File: src/rtl/core/pbsd_pkg.sv
// Package for the PackBits strip decoder.
// Holds the decode phase and controller state types, the command and status structs
// and the fixed constants. It has no dependencies.
`timescale 1ns / 1ps

package pbsd_pkg;

    localparam int unsigned ADDR_W = 3;
    localparam int unsigned DATA_W = 32;

    // Register index, taken from the word address.
    localparam logic REG_MODE = 1'b0;

    // Header byte that encodes no run at all.
    localparam logic [7:0] HDR_NOP = 8'h80;

    typedef enum logic [1:0] {
        PH_HEADER  = 2'd0,
        PH_LITERAL = 2'd1,
        PH_REPEAT  = 2'd2
    } phase_t;

    typedef enum logic {
        ST_ACCEPT = 1'b0,
        ST_REPEAT = 1'b1
    } ctrl_state_t;

    typedef struct packed {
        logic accept;
        logic rep_step;
    } dp_cmd_t;

    typedef struct packed {
        logic out_free;
        logic start_repeat;
        logic rep_final;
    } dp_status_t;

endpackage

File: src/rtl/core/pbsd_if.sv
// Valid/ready channel interfaces for the PackBits strip decoder.
// One interface carries input requests and one carries decoded results; no dependencies.
`timescale 1ns / 1ps

interface pbsd_in_if;
    logic       valid;
    logic       ready;
    logic [7:0] in_byte;
    logic       strip_last;

    modport source (output valid, output in_byte, output strip_last, input ready);
    modport sink (input valid, input in_byte, input strip_last, output ready);
endinterface

interface pbsd_out_if;
    logic       valid;
    logic       ready;
    logic [7:0] out_byte0;
    logic [7:0] out_byte1;
    logic [1:0] byte_count;
    logic       run_last;
    logic       strip_end;
    logic       strip_error;

    modport source (output valid, output out_byte0, output out_byte1, output byte_count,
                    output run_last, output strip_end, output strip_error, input ready);
    modport sink (input valid, input out_byte0, input out_byte1, input byte_count,
                  input run_last, input strip_end, input strip_error, output ready);
endinterface

File: src/rtl/core/pbsd_regs.sv
// APB configuration register file of the PackBits strip decoder.
// Holds the compression mode register; depends on pbsd_pkg.
`timescale 1ns / 1ps

module pbsd_regs (
    input  logic                        clk,
    input  logic                        rst_n,
    input  logic                        psel,
    input  logic                        penable,
    input  logic                        pwrite,
    input  logic [pbsd_pkg::ADDR_W-1:0] paddr,
    input  logic [pbsd_pkg::DATA_W-1:0] pwdata,
    output logic [pbsd_pkg::DATA_W-1:0] prdata,
    output logic                        pready,
    output logic                        compression_mode
);
    import pbsd_pkg::*;

    logic mode_reg;
    logic mode_next;
    logic wr_en;
    logic sel_mode;

    assign pready   = 1'b1;
    assign sel_mode = (paddr[2] == REG_MODE);
    assign wr_en    = psel && penable && pwrite && pready && sel_mode;

    always_comb
    begin
        mode_next = mode_reg;
        if (wr_en)
        begin
            mode_next = pwdata[0];
        end
    end

    always_ff @(posedge clk or negedge rst_n)
    begin
        if (!rst_n)
        begin
            mode_reg <= 1'b0;
        end
        else
        begin
            mode_reg <= mode_next;
        end
    end

    assign prdata           = sel_mode ? {{(DATA_W-1){1'b0}}, mode_reg} : '0;
    assign compression_mode = mode_reg;

endmodule

File: src/rtl/core/pbsd_ctrl.sv
// Controller of the PackBits strip decoder.
// Sequences input acceptance and repeat-run emission; depends on pbsd_pkg.
`timescale 1ns / 1ps

module pbsd_ctrl (
    input  logic                 clk,
    input  logic                 rst_n,
    input  logic                 in_valid,
    output logic                 in_ready,
    input  pbsd_pkg::dp_status_t status,
    output pbsd_pkg::dp_cmd_t    cmd
);
    import pbsd_pkg::*;

    ctrl_state_t state_reg;
    ctrl_state_t state_next;

    always_ff @(posedge clk or negedge rst_n)
    begin
        if (!rst_n)
        begin
            state_reg <= ST_ACCEPT;
        end
        else
        begin
            state_reg <= state_next;
        end
    end

    always_comb
    begin
        state_next   = state_reg;
        in_ready     = 1'b0;
        cmd.accept   = 1'b0;
        cmd.rep_step = 1'b0;
        unique case (state_reg)
            ST_ACCEPT:
            begin
                in_ready   = status.out_free;
                cmd.accept = in_valid && status.out_free;
                if (cmd.accept && status.start_repeat)
                begin
                    state_next = ST_REPEAT;
                end
            end
            ST_REPEAT:
            begin
                cmd.rep_step = status.out_free;
                if (cmd.rep_step && status.rep_final)
                begin
                    state_next = ST_ACCEPT;
                end
            end
            default:
            begin
                state_next = ST_ACCEPT;
            end
        endcase
    end

endmodule

File: src/rtl/core/pbsd_datapath.sv
// Datapath of the PackBits strip decoder.
// Holds the decode state, the repeat counter and the output register; depends on pbsd_pkg.
`timescale 1ns / 1ps

module pbsd_datapath (
    input  logic                 clk,
    input  logic                 rst_n,
    input  logic                 compression_mode,
    input  logic [7:0]           in_byte,
    input  logic                 strip_last,
    input  pbsd_pkg::dp_cmd_t    cmd,
    output pbsd_pkg::dp_status_t status,
    output logic                 out_valid,
    input  logic                 out_ready,
    output logic [7:0]           out_byte0,
    output logic [7:0]           out_byte1,
    output logic [1:0]           byte_count,
    output logic                 run_last,
    output logic                 strip_end,
    output logic                 strip_error
);
    import pbsd_pkg::*;

    phase_t     phase_reg;
    phase_t     phase_next;
    logic [7:0] left_reg;
    logic [7:0] left_next;

    logic [7:0] rep_left_reg;
    logic [7:0] rep_byte_reg;
    logic       rep_last_reg;

    logic       valid_reg;
    logic [7:0] b0_reg;
    logic [7:0] b1_reg;
    logic [1:0] cnt_reg;
    logic       rl_reg;
    logic       se_reg;
    logic       err_reg;

    logic       res_load;
    logic [7:0] res_b0;
    logic [1:0] res_cnt;
    logic       res_se;
    logic       res_err;
    logic [7:0] lit_dec;
    logic [8:0] rep_count;
    phase_t     hdr_phase;

    logic       rep_pair;
    logic [1:0] rep_cnt;

    assign rep_count = 9'd257 - {1'b0, in_byte};
    assign lit_dec   = (left_reg != 8'd0) ? (left_reg - 8'd1) : 8'd0;

    always_comb
    begin
        phase_next = phase_reg;
        left_next  = left_reg;
        res_load   = 1'b0;
        res_b0     = 8'd0;
        res_cnt    = 2'd0;
        res_se     = strip_last;
        res_err    = 1'b0;
        hdr_phase  = PH_HEADER;
        if (!compression_mode)
        begin
            res_load = 1'b1;
            res_b0   = in_byte;
            res_cnt  = 2'd1;
        end
        else
        begin
            unique case (phase_reg)
                PH_LITERAL:
                begin
                    res_load   = 1'b1;
                    res_b0     = in_byte;
                    res_cnt    = 2'd1;
                    left_next  = lit_dec;
                    phase_next = (lit_dec == 8'd0) ? PH_HEADER : PH_LITERAL;
                    res_err    = strip_last && (lit_dec != 8'd0);
                end
                PH_REPEAT:
                begin
                    res_load   = (left_reg == 8'd0);
                    phase_next = PH_HEADER;
                    left_next  = 8'd0;
                end
                default:
                begin
                    if (!in_byte[7])
                    begin
                        hdr_phase = PH_LITERAL;
                        left_next = in_byte + 8'd1;
                    end
                    else if (in_byte != HDR_NOP)
                    begin
                        hdr_phase = PH_REPEAT;
                        left_next = rep_count[7:0];
                    end
                    else
                    begin
                        hdr_phase = PH_HEADER;
                        left_next = 8'd0;
                    end
                    phase_next = hdr_phase;
                    res_load   = strip_last;
                    res_err    = (hdr_phase != PH_HEADER);
                end
            endcase
        end
        if (strip_last)
        begin
            phase_next = PH_HEADER;
            left_next  = 8'd0;
        end
    end

    assign rep_pair = (rep_left_reg >= 8'd2);
    assign rep_cnt  = rep_pair ? 2'd2 : 2'd1;

    always_ff @(posedge clk or negedge rst_n)
    begin
        if (!rst_n)
        begin
            phase_reg <= PH_HEADER;
            left_reg  <= 8'd0;
            valid_reg <= 1'b0;
        end
        else
        begin
            if (cmd.accept)
            begin
                phase_reg <= phase_next;
                left_reg  <= left_next;
            end
            if ((cmd.accept && res_load) || cmd.rep_step)
            begin
                valid_reg <= 1'b1;
            end
            else if (out_ready)
            begin
                valid_reg <= 1'b0;
            end
        end
    end

    always_ff @(posedge clk)
    begin
        if (cmd.accept && status.start_repeat)
        begin
            rep_left_reg <= left_reg;
            rep_byte_reg <= in_byte;
            rep_last_reg <= strip_last;
        end
        else if (cmd.rep_step)
        begin
            rep_left_reg <= rep_left_reg - {6'd0, rep_cnt};
        end

        if (cmd.accept && res_load)
        begin
            b0_reg  <= res_b0;
            b1_reg  <= 8'd0;
            cnt_reg <= res_cnt;
            rl_reg  <= 1'b1;
            se_reg  <= res_se;
            err_reg <= res_err;
        end
        else if (cmd.rep_step)
        begin
            b0_reg  <= rep_byte_reg;
            b1_reg  <= rep_pair ? rep_byte_reg : 8'd0;
            cnt_reg <= rep_cnt;
            rl_reg  <= status.rep_final;
            se_reg  <= status.rep_final && rep_last_reg;
            err_reg <= 1'b0;
        end
    end

    assign status.out_free     = !valid_reg || out_ready;
    assign status.start_repeat = compression_mode && (phase_reg == PH_REPEAT)
                                 && (left_reg != 8'd0);
    assign status.rep_final    = (rep_left_reg <= 8'd2);

    assign out_valid   = valid_reg;
    assign out_byte0   = b0_reg;
    assign out_byte1   = b1_reg;
    assign byte_count  = cnt_reg;
    assign run_last    = rl_reg;
    assign strip_end   = se_reg;
    assign strip_error = err_reg;

endmodule

File: src/rtl/core/packbits_strip_decoder.sv
// Top level of the PackBits strip decoder.
// Joins the APB registers, the controller and the datapath; depends on pbsd_pkg,
// pbsd_if, pbsd_regs, pbsd_ctrl and pbsd_datapath.
//
// Usage: compressed strip bytes enter on din, one request per byte, with strip_last
// set on the strip's final byte. Decoded results leave on dout with up to two bytes
// each. The APB register compression_mode at address 0 selects pass-through (0) or
// PackBits decoding (1); write it only while the block is idle.
// A pass-through, literal or strip-closing header result appears in the cycle
// after its request; the first pair of a repeat run is loaded from the repeat
// registers once the controller is in ST_REPEAT. Throughput: one request per
// cycle for headers, literal and pass-through bytes while dout is not stalled.
// After a repeat run's byte is taken, din is held while its pairs are emitted.
// A header byte that does not end a strip produces no result.
// Reset clears the mode to pass-through and the decoder to expect a header.
// When dout stalls, the output register holds its result and din stops taking
// requests until the register is free again; nothing is lost or repeated.
// A result with strip_error set marks the strip's partial output as bad.
`timescale 1ns / 1ps

module packbits_strip_decoder (
    input  logic                        clk,
    input  logic                        rst_n,
    input  logic                        psel,
    input  logic                        penable,
    input  logic                        pwrite,
    input  logic [pbsd_pkg::ADDR_W-1:0] paddr,
    input  logic [pbsd_pkg::DATA_W-1:0] pwdata,
    output logic [pbsd_pkg::DATA_W-1:0] prdata,
    output logic                        pready,
    pbsd_in_if.sink                     din,
    pbsd_out_if.source                  dout
);
    import pbsd_pkg::*;

    logic       compression_mode;
    dp_cmd_t    cmd;
    dp_status_t status;

    pbsd_regs u_regs (
        .clk              (clk),
        .rst_n            (rst_n),
        .psel             (psel),
        .penable          (penable),
        .pwrite           (pwrite),
        .paddr            (paddr),
        .pwdata           (pwdata),
        .prdata           (prdata),
        .pready           (pready),
        .compression_mode (compression_mode)
    );

    pbsd_ctrl u_ctrl (
        .clk      (clk),
        .rst_n    (rst_n),
        .in_valid (din.valid),
        .in_ready (din.ready),
        .status   (status),
        .cmd      (cmd)
    );

    pbsd_datapath u_datapath (
        .clk              (clk),
        .rst_n            (rst_n),
        .compression_mode (compression_mode),
        .in_byte          (din.in_byte),
        .strip_last       (din.strip_last),
        .cmd              (cmd),
        .status           (status),
        .out_valid        (dout.valid),
        .out_ready        (dout.ready),
        .out_byte0        (dout.out_byte0),
        .out_byte1        (dout.out_byte1),
        .byte_count       (dout.byte_count),
        .run_last         (dout.run_last),
        .strip_end        (dout.strip_end),
        .strip_error      (dout.strip_error)
    );

endmodule
File: src/flat_wrapper.sv
// flat-port wrapper written by rule: the top's interface ports become plain ports
module packbits_strip_decoder_flat import pbsd_pkg::*;
  (clk, rst_n, psel, penable, pwrite, paddr, pwdata, prdata, pready, din_valid, din_in_byte, din_strip_last, din_ready, dout_valid, dout_out_byte0, dout_out_byte1, dout_byte_count, dout_run_last, dout_strip_end, dout_strip_error, dout_ready);
  pbsd_in_if din_i ();
  pbsd_out_if dout_i ();
  input  logic clk;
  input  logic rst_n;
  input  logic psel;
  input  logic penable;
  input  logic pwrite;
  input  logic [pbsd_pkg::ADDR_W-1:0] paddr;
  input  logic [pbsd_pkg::DATA_W-1:0] pwdata;
  output logic [pbsd_pkg::DATA_W-1:0] prdata;
  output logic pready;
  input wire logic [$bits(din_i.valid)-1:0] din_valid;
  input wire logic [$bits(din_i.in_byte)-1:0] din_in_byte;
  input wire logic [$bits(din_i.strip_last)-1:0] din_strip_last;
  output wire logic [$bits(din_i.ready)-1:0] din_ready;
  output wire logic [$bits(dout_i.valid)-1:0] dout_valid;
  output wire logic [$bits(dout_i.out_byte0)-1:0] dout_out_byte0;
  output wire logic [$bits(dout_i.out_byte1)-1:0] dout_out_byte1;
  output wire logic [$bits(dout_i.byte_count)-1:0] dout_byte_count;
  output wire logic [$bits(dout_i.run_last)-1:0] dout_run_last;
  output wire logic [$bits(dout_i.strip_end)-1:0] dout_strip_end;
  output wire logic [$bits(dout_i.strip_error)-1:0] dout_strip_error;
  input wire logic [$bits(dout_i.ready)-1:0] dout_ready;
  assign din_i.valid = din_valid;
  assign din_i.in_byte = din_in_byte;
  assign din_i.strip_last = din_strip_last;
  assign din_ready = din_i.ready;
  assign dout_valid = dout_i.valid;
  assign dout_out_byte0 = dout_i.out_byte0;
  assign dout_out_byte1 = dout_i.out_byte1;
  assign dout_byte_count = dout_i.byte_count;
  assign dout_run_last = dout_i.run_last;
  assign dout_strip_end = dout_i.strip_end;
  assign dout_strip_error = dout_i.strip_error;
  assign dout_i.ready = dout_ready;
  packbits_strip_decoder u_core (.clk(clk), .rst_n(rst_n), .psel(psel), .penable(penable), .pwrite(pwrite), .paddr(paddr), .pwdata(pwdata), .prdata(prdata), .pready(pready), .din(din_i), .dout(dout_i));
endmodule
File: config.mk
export PLATFORM = sky130hd
export DESIGN_NAME = packbits_strip_decoder_flat
export DESIGN_NICKNAME = d
export VERILOG_FILES = /design/src/rtl/core/pbsd_pkg.sv /design/src/rtl/core/pbsd_if.sv /design/src/rtl/core/pbsd_regs.sv /design/src/rtl/core/pbsd_ctrl.sv /design/src/rtl/core/pbsd_datapath.sv /design/src/rtl/core/packbits_strip_decoder.sv /design/src/flat_wrapper.sv
export SDC_FILE = /design/constraint.sdc
export NUM_CORES = 1
export LEC_CHECK = 0
export BUFFER_PORTS_ARGS = -buffer_cell sky130_fd_sc_hd__clkbuf_2
export CAP_MARGIN = 20
export CORE_MARGIN = 3
export CORE_UTILIZATION = 55
export CTS_CLUSTER_DIAMETER = 100
export DETAILED_ROUTE_END_ITERATION = 8
export PLACE_DENSITY = 0.86
export SLEW_MARGIN = 0
export SYNTH_ARGS = -nofsm -noshare
export SYNTH_HDL_FRONTEND = slang
export SYNTH_SLANG_ARGS = --single-unit
File: constraint.sdc
create_clock -name clk -period 5.2 [get_ports clk]
set_clock_uncertainty 0.1 [all_clocks]
set_input_delay 0.52 -clock clk [delete_from_list [all_inputs] [get_ports clk]]
set_output_delay 0.52 -clock clk [all_outputs]
set_load 0.02 [all_outputs]
==> impl_metrics.tcl, run 1 <==
set metrics [dict create \
    status "completed" \
    syn-cell-area_um2 3160 \
    async_flop_share 0.255 \
    clk_pin_slew_worst_paths_ns 0.10 \
    leakage_nw 1.46 \
    period_needed_ns 2.98 \
    ys.flop_type "edfxtp_1" \
    r2r_end "u_core.u_datapath.out_byte0[3]$_DFFE_PP_" \
    synth_edf_count 29 \
    via_per_inst 5.65 \
    clockPowerShare 0.137 \
    met1_usage 0.259 \
    synth_warnings 0 \
    yosysSeqAreaShare 0.435 \
    use_met3 0.0417 \
    power.share.sequential 0.402 \
    ctsResizeCount 0 \
    yosysMostFrequentCell "buf_4" \
    hold_viol 0 \
    die_y_um 81.9 \
    dpl.hpwl_um 4780 \
    ff2ff_path_depth 6 \
    p_int_mw 0.984 \
    critPathRequiredTime_ns 5.06 \
    area_growth_pct 5.93 \
    pwr-share-comb 0.462 \
    arrival_ns 2.84 \
    avgRoutedWirePerCell_um 14.7 \
    place.gp.congestion 0.864 \
    p_switching_mw 0.788 \
    cp-end-kind "register" \
    final-setup-viol-count 0 \
    swShare 0.445 \
    vias 2440 \
    cts.sinks 51 \
    initial_utilization 0.593 \
    start_kind "register" \
    cts_root_buf "clkbuf_8" \
    critPathCapture "u_core.u_datapath.out_byte0[3]$_DFFE_PP_" \
    hold_path.class "primary input to register" \
    rsz0062_at_grt "no" \
    nets 422 \
    crit_type "register to register" \
    cts_buffers 5 \
    slowest_stage "and3b_2" \
    track_usage 0.205 \
    drcViolationCount 0 \
    cts_tree "yes" \
    relSlewSlack 0.548 \
    ys_top_cells_by_count "buf_4 (34), nand2_1 (31), edfxtp_1 (29)" \
    antenna_cells 0 \
    num_rows 26 \
    finalSetupTns_ns 0 \
    dr.pass1.iters 5 \
    crit_fanout 31 \
    htreeDepth 2 \
    tightest_slew_ns 0.671 \
    finalCritPeriodShare 0.573 \
    synthCells 328 \
    peakVddDrop_mv 0.269 \
    core-area_um2 5340 \
    power_density_nw_per_um2 529 \
    use_met2 0.344 \
    synth_top_area_cell "edfxtp_1" \
    overflow 0 \
    first_iter_violations 190 \
    r2r_slack_ns 2.22 \
    ys_types 61 \
    r2r_start "u_core.u_datapath.left_reg[0]$_DFFE_PN0P_" \
    synth_top_area_share 0.275 \
    synth_area_leaders "edfxtp_1 (28%), dfrtp_1 (10%), buf_4 (8.1%), dfxtp_1 (5.7%), nand2_1 (3.7%)" \
    crit_chain "inv_1 -> ha_1 -> nor4b_2 -> a311oi_1 -> and3b_2 -> nand2b_1" \
    die_w_um 81.9 \
    avgSynthCellArea_um2 9.65 \
    drv_cap 0 \
    ios 107 \
    crit_path_max_incr_delay_ns 0.62 \
    grt_max_degree 32 \
    ys_seq_elements 51 \
    crit_path_start "u_core.u_datapath.left_reg[0]$_DFFE_PN0P_" \
    grt.busiest_layer "met2" \
    die_area_um2 6700 \
    total_power_mw 1.77 \
    grt_pass1_wl_um 10500 \
    clock_latency_ns 0.31 \
    drive_gt1_frac 0.182 \
    fmax_mhz 336 \
    ant_nets 0 \
    clockBufferDepth 2 \
    wl_um 6370 \
    grt_pass1_vias 2259 \
    io_buffer_count 41 \
    drv_slew 0 \
    grt_antenna_before_repair 0 \
    post-cts-setup-buffers 0 \
    fillers 452 \
]
[layer usage]
layer	routed length (µm)	vias up	share of wire
met5	0	-	0
met4	103	0	0.016
met3	528	11	0.083
met2	3180	119	0.50
met1	2560	1137	0.40
li1	-	1173	-
[worst min-delay path by stage]
stage | start | endpoint | slack [ns] | cells after the start
2_1_floorplan | rst_n | u_core.u_ctrl.state_reg$_DFF_PN0_ | 0.12 | 0
3_3_place_gp | rst_n | u_core.u_ctrl.state_reg$_DFF_PN0_ | 0.35 | 1
4_1_cts | rst_n | u_core.u_datapath.out_valid$_DFFE_PN0P_ | 0.004 | 1
6_report | pwdata[0] | u_core.u_regs.compression_mode$_DFFE_PN0P_ | 0.33 | 2
5_1_grt | pwdata[0] | u_core.u_regs.compression_mode$_DFFE_PN0P_ | 0.32 | 2
3_5_place_dp | rst_n | u_core.u_ctrl.state_reg$_DFF_PN0_ | 0.36 | 1
[critical path: cells and delay by family, from the launching register on]
kind	cells	cell delay [ns]
adders and majority gates	1	0.21
DFF	1	0.44
and+or+nand+nor	3	1.53
AOI/OAI and AO/OA	1	0.18
buffers and inverters	1	0.16
[kinds of logic after synthesis]
kind of cell,after synthesis,share of synthesized area
flip-flops,51,0.435
adder cells (fa/ha/maj),10,0.0419
AO/OA/AOI/OAI,68,0.145
other,2,0.00237
XOR/XNOR,13,0.0360
buffers and inverters,65,0.125
AND/OR/NAND/NOR,117,0.208
multiplexers,2,0.00712
[placed cells by master, fill, tap and decap left out, types with 8 or more instances in the layout]
master,instances
dfxtp_1,9
nor2_1,26
clkbuf_2,41
a21oi_1,11
o21ai_1,11
conb_1,32
ha_1,9
a22oi_1,8
o21ai_0,11
nand3_1,13
nand2_1,31
edfxtp_1,29
inv_1,19
dfrtp_1,13
[layout make-up]
type | count | area [µm²] | area share
multi-input combinational | 242 | 1510 | 0.449
clock inverter | 3 | 27.5 | 0.00821
tap | 70 | 87.6 | 0.0261
inverter | 19 | 71.3 | 0.0213
clock buffer | 5 | 68.8 | 0.0205
timing repair buffer | 42 | 215 | 0.0642
sequential | 51 | 1380 | 0.411
[power groups by stage]
stage          registers (mW)  logic, mW  clock network, mW
4_1_cts                 0.710      0.815              0.247
2_1_floorplan           0.776      0.578                  0
3_3_place_gp            0.711      0.784                  0
6_report                0.712      0.818              0.242
3_5_place_dp            0.719      0.807                  0
5_1_grt                 0.728      0.904              0.268
[repair_timing]
| item | 4_1_cts | 5_1_grt |
|---|---|---|
| setup endpoints to repair | 0 | 0 |
| hold buffers | 0 | 1 |
| hold endpoints to repair | 0 | 1 |
[metrics by stage]
step / hold slack, ns / std cells / utilization / setup WS [ns] / area (µm²)
detailed placement: 0.357 / 423 / 0.608 / 2.28 / 3250
global placement: 0.346 / 423 / 0.608 / 2.30 / 3250
CTS: 0.00382 / 431 / 0.626 / 2.25 / 3340
floorplan: 0.124 / 358 / - / 2.67 / 3280
finish: 0.329 / 432 / 0.628 / 2.22 / 3350
global route: 0.323 / 432 / 0.628 / 2.03 / 3350
(Power assumes the default switching activity.)
==> run 2: changes to the inputs <==
- CORE_UTILIZATION: 55 -> 51
- PLACE_DENSITY: 0.86 -> 0.81
- clock period: 5.2 -> 3.1 ns (I/O delays scaled with it)
==> impl_metrics.tcl, run 2 (synthesized netlist as in run 1, its figures left out) <==
set metrics [dict create \
    status "completed" \
    ios 107 \
    crit_type "register to register" \
    io_buffer_count 41 \
    grt_pass1_vias 2253 \
    hold_viol 0 \
    antenna_cells 0 \
    place.gp.congestion 0.884 \
    hold_slack_ns 0.147 \
    vias 2444 \
    path_delay_family "simple AND/OR/NAND/NOR gates" \
    final-setup-viol-count 0 \
    grt_antenna_before_repair 0 \
    via_per_inst 5.54 \
    fin_ws_ns 0.420 \
    fin_cells 441 \
    cts_tree "yes" \
    critPathRequiredTime_ns 3.04 \
    ctsResizeCount 0 \
    die_y_um 84.8 \
    first_iter_violations 240 \
    initial_utilization 0.531 \
    rsz0062_at_grt "no" \
    clockBufferDepth 2 \
    start_kind "register" \
    hold_path.class "primary input to register" \
    relSlewSlack 0.611 \
    die_w_um 84.8 \
    avgRoutedWirePerCell_um 14.5 \
    drcViolationCount 0 \
    fmax_mhz 373 \
    period_needed_ns 2.68 \
    peakVddDrop_mv 0.462 \
    overflow 0 \
    crit_path_max_incr_delay_ns 0.62 \
    power_density_nw_per_um2 903 \
    grt_pass1_wl_um 10700 \
    dp_slack_ns 0.441 \
    crit_fanout 6 \
    crit_chain "or4_4 -> or2_2 -> fa_1 -> nor3_1 -> xnor2_1 -> a21oi_1" \
    track_usage 0.184 \
    place_inst 432 \
    drive_gt1_frac 0.191 \
    drv_slew 0 \
    area_growth_pct 7.87 \
    finalSetupTns_ns 0 \
    path_buf_inv 0 \
    arrival_ns 2.62 \
    tightest_slew_ns 0.577 \
    cts.sinks 51 \
    wl_um 6410 \
    drv_cap 0 \
    clock_latency_ns 0.30 \
    dr.pass1.iters 4 \
    cts_root_buf "clkbuf_8" \
    cts_buffers 5 \
    dpl.hpwl_um 4760 \
    die_area_um2 7190 \
    final_cell_mix "clkbuf_2 (41), conb_1 (32), nand2_1 (31), edfxtp_1 (29), nor2_1 (26)" \
    htreeDepth 2 \
    nets 426 \
    core-area_um2 5960 \
    cp-end-kind "register" \
    num_rows 28 \
    clk_pin_slew_worst_paths_ns 0.09 \
    finalCritPeriodShare 0.864 \
    slowest_stage "or4_4" \
    ant_nets 0 \
    final_common_cell "clkbuf_2" \
    grt_max_degree 31 \
    leakage_nw 1.49 \
]
## run 2: metrics by stage
stage / instance area [µm²] / util / total power [mW]
floorplan: 3280 / - / 2.27
global placement: 3280 / 0.551 / 2.55
detailed placement: 3280 / 0.551 / 2.59
CTS: 3410 / 0.573 / 3.08
global route: 3410 / 0.573 / 3.30
finish: 3410 / 0.573 / 3.08
## run 2: worst register-to-register path: stages, from the launching register on
cell	delay [ns]
edfxtp_1	0.45
or4_4	0.62
or2_2	0.33
fa_1	0.42
nor3_1	0.25
xnor2_1	0.16
a21oi_1	0.09
## run 2: where the power goes
group          leakage [nW]  switching [mW]  internal (mW)  total (mW)
clock network        0.0618           0.218          0.265       0.483
logic                 0.915           0.902          0.509        1.41
registers             0.515           0.190          0.998        1.19
total                  1.49            1.31           1.77        3.08
## run 2: worst paths after layout
path                                                               end  cells after the start  slack, ns                                         from
min reg2reg                    u_core.u_datapath.run_last$_SDFFE_PN1P_                      1       0.37      u_core.u_datapath.run_last$_SDFFE_PN1P_
min in group asynchronous    u_core.u_datapath.left_reg[6]$_DFFE_PN0P_                      2       0.35                                        rst_n
max reg2reg                u_core.u_datapath.rep_left_reg[4]$_DFFE_PP_                      6       0.42  u_core.u_datapath.rep_left_reg[3]$_DFFE_PP_
min                         u_core.u_regs.compression_mode$_DFFE_PN0P_                      2       0.15                                    pwdata[0]
max in group asynchronous   u_core.u_datapath.phase_reg[0]$_DFFE_PN0P_                      2       2.28                                        rst_n
max                        u_core.u_datapath.rep_left_reg[4]$_DFFE_PP_                      6       0.42  u_core.u_datapath.rep_left_reg[3]$_DFFE_PP_
## run 2: area by class of cell
cell class / count / area [µm²]
clock buffer: 6 / 82.6
fill: 531 / 2540
inverter: 19 / 71.3
multi-input combinational: 242 / 1510
sequential: 51 / 1380
tap: 75 / 93.8
timing repair buffer: 46 / 245
clock inverter: 2 / 38.8
## run 2: what timing repair did
item,CTS,global route
hold endpoints to repair,13,0
hold buffers,1,0
setup buffers,0,0
## run 2: routing by layer
metal	track usage	wire length, µm	vias up
met5	0	0	-
met4	0.0604	70	0
met3	0.0265	405	5
met2	0.309	3270	90
met1	0.246	2670	1166
li1	-	-	1183
